File: config.mk
export PLATFORM = sky130hd
export DESIGN_NAME = current_sensor_rms_meter_flat
export DESIGN_NICKNAME = d
export VERILOG_FILES = /design/src/sv/crm_pkg.sv /design/src/sv/crm_in_if.sv /design/src/sv/crm_out_if.sv /design/src/sv/crm_alu.sv /design/src/sv/crm_accum.sv /design/src/sv/current_sensor_rms_meter.sv /design/src/flat_wrapper.sv
export VERILOG_INCLUDE_DIRS = /design/src /design/src/sv
export SDC_FILE = /design/constraint.sdc
export NUM_CORES = 1
export LEC_CHECK = 0
export ABC_AREA = 1
export BUFFER_PORTS_ARGS = -buffer_cell sky130_fd_sc_hd__buf_2
export CORE_AREA = 2 2 391 238
export DETAILED_ROUTE_END_ITERATION = 10
export DIE_AREA = 0 0 393 240
export MAX_ROUTING_LAYER = met4
export PLACE_DENSITY = 0.45
export SLEW_MARGIN = 20
export SYNTH_ARGS = -nofsm -noshare
export SYNTH_HDL_FRONTEND = slang
export SYNTH_HIERARCHICAL = 1
export SYNTH_SLANG_ARGS = --single-unit
File: constraint.sdc
create_clock -name i_clk -period 15.6 [get_ports i_clk]
set_clock_uncertainty 0.2 [all_clocks]
set_input_delay 3.12 -clock i_clk [delete_from_list [all_inputs] [get_ports i_clk]]
set_output_delay 3.12 -clock i_clk [all_outputs]
set_load 0.01 [all_outputs]
File: src/sv/assert_macros.svh
// Concurrent assertion helpers shared by the RTL.
`ifndef ASSERT_MACROS_SVH
`define ASSERT_MACROS_SVH

// Check a property on every clock edge outside reset.
`define CRM_ASSERT(lbl, clk, rst_n, prop, msg) \
    lbl: assert property (@(posedge clk) disable iff (!rst_n) (prop)) \
        else $error(msg);

// Check that a condition holds in the cycle after a trigger.
`define CRM_ASSERT_NEXT(lbl, clk, rst_n, trig, cons, msg) \
    lbl: assert property (@(posedge clk) disable iff (!rst_n) (trig) |=> (cons)) \
        else $error(msg);

`endif

File: src/sv/crm_pkg.sv
package crm_pkg;

    // Default parameter values
    localparam int SAMPLE_BITS_DEF = 10;
    localparam int MAX_WINDOW_DEF  = 4096;

    // Fixed field widths
    localparam int MODE_W     = 2;
    localparam int SCALE_W    = 24;
    localparam int FS_W       = 11;
    localparam int CFG_IDX_W  = 2;
    localparam int CFG_DATA_W = 24;
    localparam int CUR_W      = 16;
    localparam int SCALE_FRAC = 16;
    localparam int Q4_SHIFT   = 4;

    // Window actions
    typedef enum logic [MODE_W-1:0] {
        MODE_CAL = 2'd0,
        MODE_DC  = 2'd1,
        MODE_AC  = 2'd2
    } t_mode;

    localparam logic [MODE_W-1:0] MODE_UNUSED = 2'd3;

    // Register indexes
    localparam logic [CFG_IDX_W-1:0] CFG_MODE       = 2'd0;
    localparam logic [CFG_IDX_W-1:0] CFG_SCALE      = 2'd1;
    localparam logic [CFG_IDX_W-1:0] CFG_FULL_SCALE = 2'd2;

    // Register reset values
    localparam logic [SCALE_W-1:0] SCALE_RST      = 24'd1729600;
    localparam logic [FS_W-1:0]    FULL_SCALE_RST = 11'd1024;

    // Saturation limits of the current result
    localparam logic [CUR_W:0] CUR_POS_MAX = 17'd32767;
    localparam logic [CUR_W:0] CUR_NEG_MAX = 17'd32768;

    // Accumulator control from the sequencer
    typedef struct packed {
        logic take;
        logic clear;
        logic ac;
    } t_acc_ctl;

endpackage

File: src/sv/crm_in_if.sv
interface crm_in_if
    import crm_pkg::*;
#(
    parameter int SAMPLE_BITS = SAMPLE_BITS_DEF
);
    logic                   valid;
    logic                   ready;
    logic [SAMPLE_BITS-1:0] sample;
    logic                   last;

    modport source (output valid, output sample, output last, input ready);
    modport sink   (input valid, input sample, input last, output ready);
endinterface

File: src/sv/crm_out_if.sv
interface crm_out_if
    import crm_pkg::*;
#(
    parameter int SAMPLE_BITS = SAMPLE_BITS_DEF
);
    logic                        valid;
    logic                        ready;
    logic signed [CUR_W-1:0]     current_ma;
    logic [SAMPLE_BITS+3:0]      offset_out;
    logic [MODE_W-1:0]           done_mode;
    logic                        window_overflow;

    modport source (
        output valid, output current_ma, output offset_out,
        output done_mode, output window_overflow, input ready
    );
    modport sink (
        input valid, input current_ma, input offset_out,
        input done_mode, input window_overflow, output ready
    );
endinterface

File: src/sv/crm_alu.sv
module crm_alu #(
    parameter int WIDTH = 8
) (
    input  logic [WIDTH-1:0] i_a,
    input  logic [WIDTH-1:0] i_b,
    input  logic             i_sub,
    output logic [WIDTH-1:0] o_res,
    output logic             o_ge
);
    logic [WIDTH:0] w_full;

    // Add or subtract; carry out of a subtract means a >= b
    assign w_full = {1'b0, i_a} + {1'b0, (i_sub ? ~i_b : i_b)} + (WIDTH+1)'(i_sub);
    assign o_res  = w_full[WIDTH-1:0];
    assign o_ge   = w_full[WIDTH];
endmodule

File: src/sv/crm_accum.sv
module crm_accum
    import crm_pkg::*;
#(
    parameter int SAMPLE_BITS = SAMPLE_BITS_DEF,
    parameter int MAX_WINDOW  = MAX_WINDOW_DEF
) (
    input  logic                                          i_clk,
    input  logic                                          i_rst_n,
    input  t_acc_ctl                                      i_ctl,
    input  logic [SAMPLE_BITS-1:0]                        i_sample,
    input  logic [SAMPLE_BITS+Q4_SHIFT-1:0]               i_offset,
    output logic [2*SAMPLE_BITS+$clog2(MAX_WINDOW)-1:0]   o_sum,
    output logic [$clog2(MAX_WINDOW+1)-1:0]               o_count,
    output logic                                          o_ovf
);
    localparam int OFS_W = SAMPLE_BITS + Q4_SHIFT;
    localparam int CNT_W = $clog2(MAX_WINDOW + 1);
    localparam int SUM_W = 2 * SAMPLE_BITS + $clog2(MAX_WINDOW);

    logic [SUM_W-1:0]         r_sum;
    logic [CNT_W-1:0]         r_count;
    logic                     r_ovf;
    logic [OFS_W-1:0]         w_s16;
    logic [OFS_W-1:0]         w_diff;
    logic [SAMPLE_BITS-1:0]   w_mag;
    logic [2*SAMPLE_BITS-1:0] w_sq;
    logic [SUM_W-1:0]         w_add;

    // Offset-removed magnitude, truncated to whole counts, and its square
    assign w_s16  = {i_sample, {Q4_SHIFT{1'b0}}};
    assign w_diff = (w_s16 >= i_offset) ? (w_s16 - i_offset) : (i_offset - w_s16);
    assign w_mag  = w_diff[OFS_W-1:Q4_SHIFT];
    assign w_sq   = w_mag * w_mag;
    assign w_add  = i_ctl.ac ? SUM_W'(w_sq) : SUM_W'(i_sample);

    // Accumulate one sample, drop it once the window is full
    always_ff @(posedge i_clk) begin
        if (!i_rst_n || i_ctl.clear) begin
            r_sum   <= '0;
            r_count <= '0;
            r_ovf   <= 1'b0;
        end else if (i_ctl.take) begin
            if (r_count >= CNT_W'(MAX_WINDOW)) begin
                r_ovf <= 1'b1;
            end else begin
                r_count <= r_count + CNT_W'(1);
                r_sum   <= r_sum + w_add;
            end
        end
    end

    assign o_sum   = r_sum;
    assign o_count = r_count;
    assign o_ovf   = r_ovf;
endmodule

File: src/sv/current_sensor_rms_meter.sv
// Current meter for Hall-sensor ADC samples. Samples arrive on i_in, one
// beat each, with last marking the final sample of a measurement window;
// each window gives one beat on o_out. Mode 2 reports the RMS of the
// offset-removed samples, mode 1 the mean minus the offset, both scaled by
// the Q8.16 mA-per-count register, rounded and saturated to 16 bits signed;
// mode 0 stores the window mean as the new Q10.4 offset and reports zero.
// Writing full_scale reloads the offset to half of full scale. Samples past
// MAX_WINDOW are dropped and flagged in window_overflow. Each sample goes
// through an accept step and an accumulate step before the next is taken.
// The end-of-window work runs on one shared add/subtract unit: a restoring
// divider at one quotient bit per cycle (NUM_W = 2*SAMPLE_BITS +
// log2(MAX_WINDOW) + 29 steps), a shift-add multiplier at one multiplier
// bit per cycle and a bit-pair square root. During the end-of-window work
// i_in is not ready; o_out holds a finished result so the next window can
// start while it waits.
`include "assert_macros.svh"

module current_sensor_rms_meter
    import crm_pkg::*;
#(
    parameter int SAMPLE_BITS = SAMPLE_BITS_DEF,
    parameter int MAX_WINDOW  = MAX_WINDOW_DEF
) (
    input  logic                  i_clk,
    input  logic                  i_rst_n,
    crm_in_if.sink                i_in,
    crm_out_if.source             o_out,
    input  logic                  i_cfg_we,
    input  logic [CFG_IDX_W-1:0]  i_cfg_idx,
    input  logic [CFG_DATA_W-1:0] i_cfg_data
);
    localparam int SB     = SAMPLE_BITS;
    localparam int OFS_W  = SB + Q4_SHIFT;
    localparam int CNT_W  = $clog2(MAX_WINDOW + 1);
    localparam int SUM_W  = 2 * SB + $clog2(MAX_WINDOW);
    localparam int MAG_W  = SUM_W + Q4_SHIFT;
    localparam int NUM_W  = MAG_W + SCALE_W + 1;
    localparam int DEN_W  = CNT_W + SCALE_FRAC + Q4_SHIFT;
    localparam int MLT_W  = (SCALE_W > CNT_W) ? SCALE_W : CNT_W;
    localparam int SQ_W   = SB + 3;
    localparam int IT_W   = $clog2(NUM_W + 1);
    localparam int FSQ_W  = FS_W + Q4_SHIFT - 1;
    localparam int CMP_W  = (FSQ_W > OFS_W) ? FSQ_W : OFS_W;

    localparam logic [OFS_W-1:0] OFS_MAX = '1;
    localparam int OFS_MAX_I = (1 << OFS_W) - 1;
    localparam int FS_HALF_Q4 = int'(FULL_SCALE_RST) * (2 ** (Q4_SHIFT - 1));
    localparam int OFS_RST = (FS_HALF_Q4 > OFS_MAX_I) ? OFS_MAX_I : FS_HALF_Q4;

    typedef enum logic [10:0] {
        S_IDLE  = 11'b000_0000_0001,
        S_ACC   = 11'b000_0000_0010,
        S_SETUP = 11'b000_0000_0100,
        S_OMUL  = 11'b000_0000_1000,
        S_DIFF  = 11'b000_0001_0000,
        S_NEG   = 11'b000_0010_0000,
        S_SMUL  = 11'b000_0100_0000,
        S_RND   = 11'b000_1000_0000,
        S_DIV   = 11'b001_0000_0000,
        S_SQRT  = 11'b010_0000_0000,
        S_DONE  = 11'b100_0000_0000
    } t_state;

    t_state              r_state, n_state;
    logic [SB-1:0]       r_smp;
    logic                r_last;
    t_mode               r_mode;
    logic [SCALE_W-1:0]  r_scale;
    logic [OFS_W-1:0]    r_offset;
    logic [NUM_W-1:0]    r_num, n_num;
    logic [DEN_W:0]      r_rem, n_rem;
    logic [DEN_W-1:0]    r_den, n_den;
    logic [MAG_W-1:0]    r_mag, n_mag;
    logic [MLT_W-1:0]    r_mlt, n_mlt;
    logic [IT_W-1:0]     r_cnt, n_cnt;
    logic                r_neg, n_neg;
    logic [SQ_W-1:0]     r_sqr, n_sqr;
    logic [SB-1:0]       r_root, n_root;

    logic                    r_out_valid;
    logic signed [CUR_W-1:0] r_cur;
    logic [OFS_W-1:0]        r_ofs_out;
    t_mode                   r_dmode;
    logic                    r_ovf_out;

    logic [NUM_W-1:0] w_alu_a, w_alu_b, w_alu_res;
    logic             w_alu_sub, w_alu_ge;

    t_acc_ctl         w_acc_ctl;
    logic [SUM_W-1:0] w_sum;
    logic [CNT_W-1:0] w_count;
    logic             w_ovf;

    logic [NUM_W-1:0]   w_sum_q4;
    logic [DEN_W:0]     w_div_t;
    logic [SQ_W-1:0]    w_sq_t;
    logic [SB+1:0]      w_sq_trial;
    logic               w_last_step;
    logic               w_load;
    logic [NUM_W-1:0]   w_q;
    logic [CUR_W-1:0]   w_pos;
    logic [CUR_W:0]     w_nmag;
    logic [CUR_W:0]     w_nval;
    logic [CUR_W-1:0]   w_cur;
    logic [OFS_W-1:0]   w_new_off;
    logic [FSQ_W-1:0]   w_fs_q4;
    logic [OFS_W-1:0]   w_fs_off;

    // Per-sample accumulator
    assign w_acc_ctl.take  = (r_state == S_ACC);
    assign w_acc_ctl.clear = w_load;
    assign w_acc_ctl.ac    = (r_mode == MODE_AC);

    crm_accum #(
        .SAMPLE_BITS (SAMPLE_BITS),
        .MAX_WINDOW  (MAX_WINDOW)
    ) u_accum (
        .i_clk    (i_clk),
        .i_rst_n  (i_rst_n),
        .i_ctl    (w_acc_ctl),
        .i_sample (r_smp),
        .i_offset (r_offset),
        .o_sum    (w_sum),
        .o_count  (w_count),
        .o_ovf    (w_ovf)
    );

    // Shared add/subtract unit
    crm_alu #(
        .WIDTH (NUM_W)
    ) u_alu (
        .i_a   (w_alu_a),
        .i_b   (w_alu_b),
        .i_sub (w_alu_sub),
        .o_res (w_alu_res),
        .o_ge  (w_alu_ge)
    );

    assign w_sum_q4    = NUM_W'(w_sum) << Q4_SHIFT;
    assign w_div_t     = {r_rem[DEN_W-1:0], r_num[NUM_W-1]};
    assign w_sq_t      = {r_sqr[SQ_W-3:0], r_num[2*SB-1 -: 2]};
    assign w_sq_trial  = {r_root, 2'b01};
    assign w_last_step = (r_cnt == IT_W'(1));
    assign w_load      = (r_state == S_DONE) && (!r_out_valid || o_out.ready);

    // Steer the shared unit per sequencer step
    always_comb begin
        w_alu_a   = '0;
        w_alu_b   = '0;
        w_alu_sub = 1'b0;
        unique case (r_state)
            S_SETUP: begin
                w_alu_a = w_sum_q4;
                w_alu_b = NUM_W'(w_count >> 1);
            end
            S_OMUL, S_SMUL: begin
                w_alu_a = r_num << 1;
                w_alu_b = r_mlt[MLT_W-1] ? NUM_W'(r_mag) : '0;
            end
            S_DIFF: begin
                w_alu_a   = w_sum_q4;
                w_alu_b   = r_num;
                w_alu_sub = 1'b1;
            end
            S_NEG: begin
                w_alu_b   = NUM_W'(r_mag);
                w_alu_sub = 1'b1;
            end
            S_RND: begin
                w_alu_a = r_num;
                w_alu_b = (r_mode == MODE_DC) ?
                          (NUM_W'(w_count) << (SCALE_FRAC + Q4_SHIFT - 1)) :
                          (NUM_W'(1) << (SCALE_FRAC - 1));
            end
            S_DIV: begin
                w_alu_a   = NUM_W'(w_div_t);
                w_alu_b   = NUM_W'(r_den);
                w_alu_sub = 1'b1;
            end
            S_SQRT: begin
                w_alu_a   = NUM_W'(w_sq_t);
                w_alu_b   = NUM_W'(w_sq_trial);
                w_alu_sub = 1'b1;
            end
            default: begin
                w_alu_sub = 1'b0;
            end
        endcase
    end

    // Sequencer
    always_comb begin
        n_state = r_state;
        n_num   = r_num;
        n_rem   = r_rem;
        n_den   = r_den;
        n_mag   = r_mag;
        n_mlt   = r_mlt;
        n_cnt   = r_cnt;
        n_neg   = r_neg;
        n_sqr   = r_sqr;
        n_root  = r_root;
        unique case (r_state)
            S_IDLE: begin
                if (i_in.valid) begin
                    n_state = S_ACC;
                end
            end
            S_ACC: begin
                n_state = r_last ? S_SETUP : S_IDLE;
            end
            S_SETUP: begin
                n_rem = '0;
                n_den = DEN_W'(w_count);
                n_cnt = IT_W'(NUM_W);
                if (r_mode == MODE_CAL) begin
                    n_num   = w_alu_res;
                    n_state = S_DIV;
                end else if (r_mode == MODE_DC) begin
                    n_mag   = MAG_W'(r_offset);
                    n_mlt   = MLT_W'(w_count);
                    n_num   = '0;
                    n_cnt   = IT_W'(MLT_W);
                    n_state = S_OMUL;
                end else begin
                    n_num   = NUM_W'(w_sum);
                    n_state = S_DIV;
                end
            end
            S_OMUL: begin
                n_num = w_alu_res;
                n_mlt = r_mlt << 1;
                n_cnt = r_cnt - IT_W'(1);
                if (w_last_step) begin
                    n_state = S_DIFF;
                end
            end
            S_DIFF: begin
                n_neg   = !w_alu_ge;
                n_mag   = w_alu_res[MAG_W-1:0];
                n_num   = '0;
                n_mlt   = MLT_W'(r_scale);
                n_cnt   = IT_W'(MLT_W);
                n_state = w_alu_ge ? S_SMUL : S_NEG;
            end
            S_NEG: begin
                n_mag   = w_alu_res[MAG_W-1:0];
                n_state = S_SMUL;
            end
            S_SMUL: begin
                n_num = w_alu_res;
                n_mlt = r_mlt << 1;
                n_cnt = r_cnt - IT_W'(1);
                if (w_last_step) begin
                    n_state = S_RND;
                end
            end
            S_RND: begin
                n_num = w_alu_res;
                if (r_mode == MODE_DC) begin
                    n_rem   = '0;
                    n_den   = DEN_W'(w_count) << (SCALE_FRAC + Q4_SHIFT);
                    n_cnt   = IT_W'(NUM_W);
                    n_state = S_DIV;
                end else begin
                    n_state = S_DONE;
                end
            end
            S_DIV: begin
                n_rem = w_alu_ge ? w_alu_res[DEN_W:0] : w_div_t;
                n_num = {r_num[NUM_W-2:0], w_alu_ge};
                n_cnt = r_cnt - IT_W'(1);
                if (w_last_step) begin
                    if (r_mode == MODE_AC) begin
                        n_sqr   = '0;
                        n_root  = '0;
                        n_cnt   = IT_W'(SB);
                        n_state = S_SQRT;
                    end else begin
                        n_state = S_DONE;
                    end
                end
            end
            S_SQRT: begin
                n_sqr  = w_alu_ge ? w_alu_res[SQ_W-1:0] : w_sq_t;
                n_root = {r_root[SB-2:0], w_alu_ge};
                n_num  = r_num << 2;
                n_cnt  = r_cnt - IT_W'(1);
                if (w_last_step) begin
                    n_mag   = MAG_W'(n_root);
                    n_num   = '0;
                    n_mlt   = MLT_W'(r_scale);
                    n_cnt   = IT_W'(MLT_W);
                    n_state = S_SMUL;
                end
            end
            S_DONE: begin
                if (w_load) begin
                    n_state = S_IDLE;
                end
            end
            default: begin
                n_state = S_IDLE;
            end
        endcase
    end

    // Saturate the rounded quotient into the result fields
    assign w_q    = (r_mode == MODE_AC) ? (r_num >> SCALE_FRAC) : r_num;
    assign w_pos  = (w_q > NUM_W'(CUR_POS_MAX)) ? CUR_POS_MAX[CUR_W-1:0] : w_q[CUR_W-1:0];
    assign w_nmag = (w_q > NUM_W'(CUR_NEG_MAX)) ? CUR_NEG_MAX : w_q[CUR_W:0];
    assign w_nval = (CUR_W+1)'(0) - w_nmag;

    always_comb begin
        unique case (r_mode)
            MODE_CAL: w_cur = '0;
            MODE_DC:  w_cur = r_neg ? w_nval[CUR_W-1:0] : w_pos;
            default:  w_cur = w_pos;
        endcase
    end

    assign w_new_off = (r_mode != MODE_CAL) ? r_offset :
                       (r_num > NUM_W'(OFS_MAX)) ? OFS_MAX : r_num[OFS_W-1:0];

    // Half of full scale in Q.4, saturated to the offset width
    assign w_fs_q4  = {i_cfg_data[FS_W-1:0], {(Q4_SHIFT-1){1'b0}}};
    assign w_fs_off = (CMP_W'(w_fs_q4) > CMP_W'(OFS_MAX)) ? OFS_MAX : OFS_W'(w_fs_q4);

    // Control state and configuration
    always_ff @(posedge i_clk) begin
        if (!i_rst_n) begin
            r_state     <= S_IDLE;
            r_mode      <= MODE_AC;
            r_scale     <= SCALE_RST;
            r_offset    <= OFS_W'(OFS_RST);
            r_out_valid <= 1'b0;
        end else begin
            r_state <= n_state;
            if (i_cfg_we) begin
                unique case (i_cfg_idx)
                    CFG_MODE: begin
                        if (i_cfg_data[MODE_W-1:0] != MODE_UNUSED) begin
                            r_mode <= t_mode'(i_cfg_data[MODE_W-1:0]);
                        end
                    end
                    CFG_SCALE:      r_scale  <= i_cfg_data[SCALE_W-1:0];
                    CFG_FULL_SCALE: r_offset <= w_fs_off;
                    default:        r_scale  <= r_scale;
                endcase
            end else if (w_load) begin
                r_offset <= w_new_off;
            end
            if (w_load) begin
                r_out_valid <= 1'b1;
            end else if (o_out.ready) begin
                r_out_valid <= 1'b0;
            end
        end
    end

    // Datapath registers
    always_ff @(posedge i_clk) begin
        if (i_in.valid && i_in.ready) begin
            r_smp  <= i_in.sample;
            r_last <= i_in.last;
        end
        r_num  <= n_num;
        r_rem  <= n_rem;
        r_den  <= n_den;
        r_mag  <= n_mag;
        r_mlt  <= n_mlt;
        r_cnt  <= n_cnt;
        r_neg  <= n_neg;
        r_sqr  <= n_sqr;
        r_root <= n_root;
        if (w_load) begin
            r_cur     <= w_cur;
            r_ofs_out <= w_new_off;
            r_dmode   <= r_mode;
            r_ovf_out <= w_ovf;
        end
    end

    assign i_in.ready            = (r_state == S_IDLE);
    assign o_out.valid           = r_out_valid;
    assign o_out.current_ma      = r_cur;
    assign o_out.offset_out      = r_ofs_out;
    assign o_out.done_mode       = r_dmode;
    assign o_out.window_overflow = r_ovf_out;

    `CRM_ASSERT(a_count_bound, i_clk, i_rst_n, w_count <= CNT_W'(MAX_WINDOW), "count past window limit")
    `CRM_ASSERT(a_div_den, i_clk, i_rst_n, (r_state == S_DIV) |-> (r_den != '0), "divide by zero")
    `CRM_ASSERT(a_setup_count, i_clk, i_rst_n, (r_state == S_SETUP) |-> (w_count != '0), "empty window")
    `CRM_ASSERT_NEXT(a_window_clear, i_clk, i_rst_n, w_load, (w_count == '0) && (w_sum == '0) && !w_ovf, "window state not cleared")
endmodule
File: src/flat_wrapper.sv
// flat-port wrapper written by rule: the top's interface ports become plain ports
module current_sensor_rms_meter_flat import crm_pkg::*;
#(
    parameter int SAMPLE_BITS = SAMPLE_BITS_DEF,
    parameter int MAX_WINDOW  = MAX_WINDOW_DEF
)
  (i_clk, i_rst_n, i_cfg_we, i_cfg_idx, i_cfg_data, i_in_valid, i_in_sample, i_in_last, i_in_ready, o_out_valid, o_out_current_ma, o_out_offset_out, o_out_done_mode, o_out_window_overflow, o_out_ready);
  crm_in_if #(.SAMPLE_BITS(SAMPLE_BITS)) i_in_i ();
  crm_out_if #(.SAMPLE_BITS(SAMPLE_BITS)) o_out_i ();
  input  logic i_clk;
  input  logic i_rst_n;
  input  logic i_cfg_we;
  input  logic [CFG_IDX_W-1:0] i_cfg_idx;
  input  logic [CFG_DATA_W-1:0] i_cfg_data;
  input wire logic [$bits(i_in_i.valid)-1:0] i_in_valid;
  input wire logic [$bits(i_in_i.sample)-1:0] i_in_sample;
  input wire logic [$bits(i_in_i.last)-1:0] i_in_last;
  output wire logic [$bits(i_in_i.ready)-1:0] i_in_ready;
  output wire logic [$bits(o_out_i.valid)-1:0] o_out_valid;
  output wire logic [$bits(o_out_i.current_ma)-1:0] o_out_current_ma;
  output wire logic [$bits(o_out_i.offset_out)-1:0] o_out_offset_out;
  output wire logic [$bits(o_out_i.done_mode)-1:0] o_out_done_mode;
  output wire logic [$bits(o_out_i.window_overflow)-1:0] o_out_window_overflow;
  input wire logic [$bits(o_out_i.ready)-1:0] o_out_ready;
  assign i_in_i.valid = i_in_valid;
  assign i_in_i.sample = i_in_sample;
  assign i_in_i.last = i_in_last;
  assign i_in_ready = i_in_i.ready;
  assign o_out_valid = o_out_i.valid;
  assign o_out_current_ma = o_out_i.current_ma;
  assign o_out_offset_out = o_out_i.offset_out;
  assign o_out_done_mode = o_out_i.done_mode;
  assign o_out_window_overflow = o_out_i.window_overflow;
  assign o_out_i.ready = o_out_ready;
  current_sensor_rms_meter #(.SAMPLE_BITS(SAMPLE_BITS), .MAX_WINDOW(MAX_WINDOW)) u_core (.i_clk(i_clk), .i_rst_n(i_rst_n), .i_in(i_in_i), .o_out(o_out_i), .i_cfg_we(i_cfg_we), .i_cfg_idx(i_cfg_idx), .i_cfg_data(i_cfg_data));
endmodule
* Word level (Yosys, flattened, before mapping)
Index checks and enable logic that the tools add are counted.
Word-level totals: bits in registers 357, latch bits 0, RAM bits 0, bits in read-only memories 0, bits of input ports 42, output and inout port bits 35, word-level logic and storage cells 169, memories kept 0
Operators by class: add/sub/neg operators 8, $mul 1, div/mod/pow operators 0, magnitude comparators 6, eq/ne operators 28, shift operators 0, muxes and demuxes 65, bitwise operators 2, reductions and logical operators 36
Operators by type and width (number):
- $pmux 61 s5 | 2
- $pmux 61 s7 | 1
- $mux 61 | 4
- $mux 36 | 4
- $mux 11 | 12
- $pmux 11 s11 | 1
- $pmux 36 s3 | 1
- $mux 33 | 3
- $pmux 33 s3 | 1
- $mux 14 | 7
- $pmux 24 s4 | 1
- $mux 24 | 3
- $pmux 33 s2 | 1
- $mux 32 | 2
- $add 61x61->62 | 1
- $add 62x1->62 | 1
- $gt 61x14->1 const B | 1
- $gt 61x15->1 const B | 1
- $gt 61x16->1 const B | 1
- $not 61->61 | 1
- $mux 16 | 3
- $mux 6 | 6
- $pmux 6 s6 | 1
- $add 32x20->32 | 1
- other kinds (50) | 86

* Longest topological paths before layout
Gate-level depths: netlist of run 1.
word-level depth 9, gate-level depth with buffers 47, depth with buffers taken out 46

* Hierarchy
Netlist of run 1, hierarchy kept.
Modules (own cells, without submodules):
- current_sensor_rms_meter | times used 1, cells an instance 1975, area each 16667.2 µm², seq. area each 8608.3 µm²
- crm_accum | times used 1, cells an instance 987, area each 6802.8 µm², seq. area each 920.9 µm²
- crm_alu | times used 1, cells an instance 1282, area each 6236.0 µm², seq. area each 0.0 µm²

* Least setup slack after synthesis of run 1
OpenSTA, ideal clock, no wires.
path type input-to-reg, start point input o_out_ready, end point register u_core.u_accum.r_sum[10], in the netlist u_core/u_accum/o_sum[10], library setup time 115 ps, data arrival time 7982 ps, required time 15285 ps, setup slack 7303 ps, stages 8, buffers on the path 1, cells stage by stage nor2_1 -> nor4_1 -> nor2_1 -> clkinv_1 -> clkbuf_1 -> nor2_1 -> o21ai_0 -> inv_1
RTL lines:
- from (decl) | line flat_wrapper.sv:24 | input wire logic [$bits(o_out_i.ready)-1:0] o_out_ready;
- to (signal assigned) | line crm_accum.sv:47 | r_sum <= r_sum + w_add;
- to (decl) | line crm_accum.sv:20 | logic [SUM_W-1:0] r_sum;

* Final worst setup path of run 1
start point register u_core.r_smp[5], end point register u_core.u_accum.r_sum[28], in the netlist u_core/u_accum/o_sum[28]
Between the ends: longest elaborated chain between the ends 5, elaborated cells on any way between the ends 7, those cells by class add/sub (3); mul (1); order compare (1); mux (2)
RTL lines:
- from (decl) | line current_sensor_rms_meter.sv:65 | logic [SB-1:0] r_smp;
- from (signal assigned) | line current_sensor_rms_meter.sv:364 | r_smp <= i_in.sample;
- $sub 14x14->14 / $ge 14x14->1 (equally long branches) | line crm_accum.sv:31 | assign w_diff = (w_s16 >= i_offset) ? (w_s16 - i_offset) : (i_offset - w_s16);
- $mux 14 | line crm_accum.sv:31
- $mul 10x10->20 | line crm_accum.sv:33 | assign w_sq = w_mag * w_mag;
- $mux 20 (*) | line crm_accum.sv:34 | assign w_add = i_ctl.ac ? SUM_W'(w_sq) : SUM_W'(i_sample);
- $add 32x20->32 (*) | line crm_accum.sv:47
Mark *: on every way between the ends. The rest lies on a longest branch, timed or not. A chain may end at the register's enable or synchronous reset.

==> impl_metrics.tcl, run 1 <==
set metrics [dict create \
    setup_slack_ps 6200 \
    synth-warning-count 6 \
    grt_pass1_vias 26850 \
    drt-pass1-iter-count 6 \
    clkTransAtPathRegs_ps 70 \
    drc 0 \
    rsz0062_at_grt "no" \
    syn_area_sq_um 29700 \
    cts_tree "yes" \
    root_buffer "clkbuf_16" \
    wl_per_cell_um 22.9 \
    cp_data_required_time_ps 15920 \
    clock_sinks 350 \
    via_count 29493 \
    synth_seq_cells 350 \
    endpoint_kind "flop" \
    io_pins 77 \
    r2r_end "u_core/u_accum/o_sum[28]" \
    timing.setup.tns_ps 0 \
    post_cts_buffers 0 \
    relSlewSlack_pct 21.3 \
    ant_nets 0 \
    final_cells 5536 \
    hold_path.class "flop to flop" \
    ys_types 67 \
    htree_num_levels 2 \
    grtUsageTotal_pct 27.6 \
    regToRegSetupSlack_ps 6200 \
    worst_path_max_delay_cell "xor2_1" \
    finalWeightedCongestion 0.978 \
    path_delay_family "adder cells" \
    pre_cts_slack_ps 6280 \
    slowest_delay_ps 770 \
    worstSkewPairLatency_ps 640 \
    drive_gt1_share_pct 6.70 \
    crit_buf_inv 7 \
    grt_max_degree 63 \
    drtIter0Drc 3615 \
    finalHoldViolations 0 \
    crit_start "u_core/r_smp[5]" \
    period_needed_ps 9400 \
    startpoint_type "flop" \
    placed_cells 5454 \
    seq_area_frac_synth_pct 32.1 \
    hold_path_end "u_core/o_out.window_overflow" \
    nNetsFinal 4515 \
    coreArea_sq_um 90900 \
    tightest_slew_ps 1180 \
    finalCritPeriodShare_pct 60.3 \
    seq_area_sq_um 9530 \
    grt_antenna_before_repair 3 \
    synth-async-reset-ratio_pct 0 \
    areaGrowthSynthToFinish_pct 10.5 \
    cts_buffers 42 \
    die_h_um 240 \
    status "completed" \
    grt_pass1_wl_mm 187 \
    multi_input_area_sq_um 16700 \
    cts_hold_buf 0 \
    worstRegToRegCells 40 \
    cts_resized 0 \
    dpl.hpwl_mm 98.8 \
    synth-edff-count 252 \
    hold_start "u_core/u_accum/o_ovf" \
    drv_cap 0 \
    initial_utilization_pct 32.7 \
    via_per_inst 5.33 \
    arrival_ps 9720 \
    gr-total-overflow 0 \
    nFillCells 9844 \
    die_area_sq_um 94300 \
    slew_viol_final 0 \
    floorplan.rows 86 \
    hold_depth 0 \
    die_x_um 393 \
    critPathMaxFanout 11 \
    syn_nets 4493 \
    wl_mm 127 \
    reg2reg_from "u_core/r_smp[5]" \
    synth_flop_cell "edfxtp_1" \
    hold_slack_ps 247 \
    syn_avg_cell_area_sq_um 7.00 \
    max_freq_ghz 0.106 \
    crit_type "flop to flop" \
    setup_violations 0 \
    cts.path.max_buffers 3 \
    portBuffers 76 \
    synth_cells 4244 \
]
[worst max-delay path by stage]
stage                                     endpoint  depth (start not counted)
after global routing      u_core/u_accum/o_sum[20]                         42
after floorplan           u_core/u_accum/o_sum[10]                          8
after CTS                 u_core/u_accum/o_sum[28]                         42
after global placement    u_core/u_accum/o_sum[24]                         42
after detailed placement  u_core/u_accum/o_sum[28]                         41
final                     u_core/u_accum/o_sum[28]                         40
[kinds of logic after synthesis]
kind of cell / Yosys count / share of synthesized area (%)
adders and majority gates: 207 / 10.0
buffers and inverters: 914 / 11.9
and+or+nand+nor: 1857 / 25.9
DFF: 350 / 32.1
AOI/OAI and AO/OA: 782 / 16.0
xor gates and xnor gates: 133 / 4.00
muxes: 1 / 0.0337
[cells in the mapped netlist, types with 12 or more instances]
cell type | number | area [sq um]
clkbuf_1 | 91 | 342
buf_1 | 15 | 56.3
a221oi_1 | 36 | 315
nand2_1 | 1124 | 4220
nand3_1 | 168 | 841
o21ai_1 | 16 | 80.1
inv_2 | 14 | 52.6
edfxtp_1 | 252 | 7570
o221ai_1 | 42 | 368
a22oi_1 | 38 | 285
o2111ai_1 | 21 | 184
nor3_1 | 44 | 220
fa_1 | 51 | 1020
buf_2 | 18 | 90.1
o21ai_0 | 226 | 1130
nand4_1 | 44 | 275
o21bai_1 | 12 | 90.1
inv_1 | 754 | 2830
dfxtp_1 | 98 | 1960
nand2_2 | 20 | 125
a31oi_1 | 15 | 93.8
ha_1 | 156 | 1950
xor2_1 | 121 | 1060
a21oi_1 | 225 | 1130
nor2_1 | 394 | 1480
o211ai_1 | 18 | 135
o22ai_1 | 85 | 532
[layer usage]
layer	part of all wire, %	up-vias	global-route usage, %
met5	0	-	-
met4	0.86	0	3.12
met3	13	69	8.02
met2	33	1396	31.2
met1	53	14081	46.0
li1	-	13947	-
[worst reg2reg max path: cells and delay by family, from the launching register on]
kind                     cells  cell delay, ps
AO/OA/AOI/OAI                7            1960
XOR/XNOR                     2             920
adder cells (fa/ha/maj)      8            3450
flip-flops                   1             390
buffers and inverters        7             540
AND/OR/NAND/NOR             16            1860
[final cells by class]
cell class | count | share of cell area (%)
tap | 1232 | 4.69
clock buffer | 51 | 3.46
timing repair buffer | 117 | 2.10
inverter | 775 | 8.87
sequential | 350 | 29.0
multi-input combinational | 2980 | 50.9
antenna | 5 | 0.0381
clock inverter | 26 | 0.899
[through the flow]
| stage | area (sq um) | utilization, % |
|---|---|---|
| after detailed placement | 31400 | 34.5 |
| after global routing | 32800 | 36.1 |
| after CTS | 32800 | 36.1 |
| after global placement | 31400 | 34.5 |
| after floorplan | 29700 | - |
| final | 32800 | 36.1 |
[state kept, by name, summed over array words and instances, names as in the netlist, 13 cells and up]
name	flops
u_core/r_rem	33
u_core/r_scale	24
u_core/o_out.current_ma	16
u_core/u_accum/o_sum	32
u_core/r_mlt	24
u_core/r_offset	14
u_core/r_den	26
u_core/o_out.offset_out	14
u_core/u_accum/o_count	13
u_core/r_mag	36
u_core/r_num	61
[layout by cell type (no fill, tap or decap), types with 11 or more instances in the layout]
master	n
a21oi_1	225
a221oi_1	36
a22oi_1	38
a31oi_1	14
buf_2	76
buf_4	41
clkbuf_16	44
clkinv_1	14
dfxtp_1	97
edfxtp_1	252
fa_1	51
ha_1	156
inv_1	753
inv_2	15
nand2_1	1118
nand2_2	25
nand3_1	168
nand4_1	44
nor2_1	388
nor2_2	12
nor3_1	43
nor3_2	11
o2111ai_1	21
o211ai_1	18
o21ai_0	226
o21ai_1	16
o21bai_1	12
o221ai_1	42
o22ai_1	85
xor2_1	121
Power of run 1 is not shown: default switching activity piles up to over one toggle a cycle in this logic, so the estimate is an artifact.
==> run 2: changes to the inputs <==
Clock period 15.6 ns to 9.7 ns, I/O delays scaled along.
==> impl_metrics.tcl, run 2 (same netlist as run 1, synthesis figures left out) <==
set metrics [dict create \
    areaGrowthSynthToFinish_pct 10.5 \
    portBuffers 76 \
    slew_viol_final 0 \
    nNetsFinal 4522 \
    via_count 29604 \
    finalCritPeriodShare_pct 92.4 \
    drive_gt1_share_pct 6.95 \
    cts_buffers 40 \
    setup_violations 0 \
    clkTransAtPathRegs_ps 60 \
    worst_path_max_delay_cell "fa_1" \
    die_h_um 240 \
    drc 0 \
    wl_per_cell_um 23.2 \
    cts_tree "yes" \
    critPathMaxFanout 9 \
    arrival_ps 9170 \
    top_regs "u_core/r_num x61, u_core/r_mag x36, u_core/r_rem x33" \
    status "completed" \
    grtUsageTotal_pct 27.7 \
    final_common_cell "nand2_1" \
    floorplan.rows 86 \
    relSlewSlack_pct 24.8 \
    rsz0062_at_grt "no" \
    startpoint_type "flop" \
    crit_type "flop to flop" \
    drtIter0Drc 3760 \
    utilization_pct 36.1 \
    die_area_sq_um 94300 \
    top_register "u_core/r_num" \
    wl_mm 128 \
    htree_num_levels 2 \
    die_x_um 393 \
    nFillCells 9937 \
    cts_hold_buf 0 \
    grt_antenna_before_repair 3 \
    endpoint_kind "flop" \
    drt-pass1-iter-count 6 \
    via_per_inst 5.35 \
    finalWeightedCongestion 0.976 \
    clock_sinks 350 \
    slowest_delay_ps 540 \
    period_needed_ps 8960 \
    grt_pass1_vias 26787 \
    hold_slack_ps 243 \
    io_pins 77 \
    layout_common_cells "1,117 x nand2_1, 753 x inv_1, 386 x nor2_1" \
    grt_max_degree 62 \
    root_buffer "clkbuf_16" \
    initial_utilization_pct 32.7 \
    max_freq_ghz 0.112 \
    coreArea_sq_um 90900 \
    ant_nets 0 \
    dpl.hpwl_mm 101 \
    cts.path.max_buffers 3 \
    gr-total-overflow 0 \
    cp_data_required_time_ps 9910 \
    finalHoldViolations 0 \
    hold_path.class "flop to flop" \
    worstSkewPairLatency_ps 600 \
    largest_reg_flops 61 \
    tightest_slew_ps 1120 \
    timing.setup.tns_ps 0 \
    drv_cap 0 \
    grt_pass1_wl_mm 187 \
    crit_path_frequent_cell "nand2_1" \
]
==> run 2: cell count changes in the layout (fill, tap and decap cells not counted), sizes merged <==
cell	delta
buf	+9
bufinv	-1
clkbuf	+3
clkinv	-7
clkinvlp	+1
diode	-4
inv	+1
==> run 2: worst paths after layout <==
path	start	end	slack (ps)	cells after the start
hold / removal	u_core/u_accum/o_ovf	u_core/o_out.window_overflow	240	0
setup / recovery	u_core/r_smp[5]	u_core/u_accum/o_sum[29]	740	42
setup reg to reg	u_core/r_smp[5]	u_core/u_accum/o_sum[29]	740	42
hold reg to reg	u_core/u_accum/o_ovf	u_core/o_out.window_overflow	240	0
==> run 2: metal layers <==
layer	part of all wire, %	track usage [%]	vias up
li1	-	-	13945
met3	13	10.1	86
met5	0	-	-
met2	33	31.0	1384
met4	1.1	3.43	0
met1	52	45.1	14189
==> run 2: metrics by stage <==
| step | setup slack [ps] | cells | cell area (sq um) |
|---|---|---|---|
| global route | 17.2 | 5537 | 32800 |
| finish | 742 | 5538 | 32800 |
| global placement | 490 | 5462 | 31500 |
| detailed placement | 445 | 5462 | 31500 |
| CTS | 373 | 5536 | 32800 |
| floorplan | 1750 | 4244 | 29700 |
==> run 2: final cells by class <==
class,count,area [sq um],share of cell area (%)
clock buffer,54,1090,3.34
multi-input combinational,2980,16700,51.0
tap,1232,1540,4.70
sequential,350,9530,29.0
clock inverter,20,236,0.721
antenna,1,2.50,0.00763
timing repair buffer,126,756,2.30
inverter,775,2910,8.88
==> run 2: critical path: cells and delay by family, from the launching register on <==
kind | cells | cell delay [ps]
AO/OA/AOI/OAI | 12 | 1760
adder cells (fa/ha/maj) | 8 | 3720
flip-flops | 1 | 390
XOR/XNOR | 1 | 300
AND/OR/NAND/NOR | 13 | 1700
buffers and inverters | 8 | 680
==> run 2: repair_timing <==
item / in CTS / in global routing
endpoints found under the setup margin: 0 / 12
resized for setup: 0 / 9
setup buffers: 0 / 1
Power of run 2 is left out for the same reason.
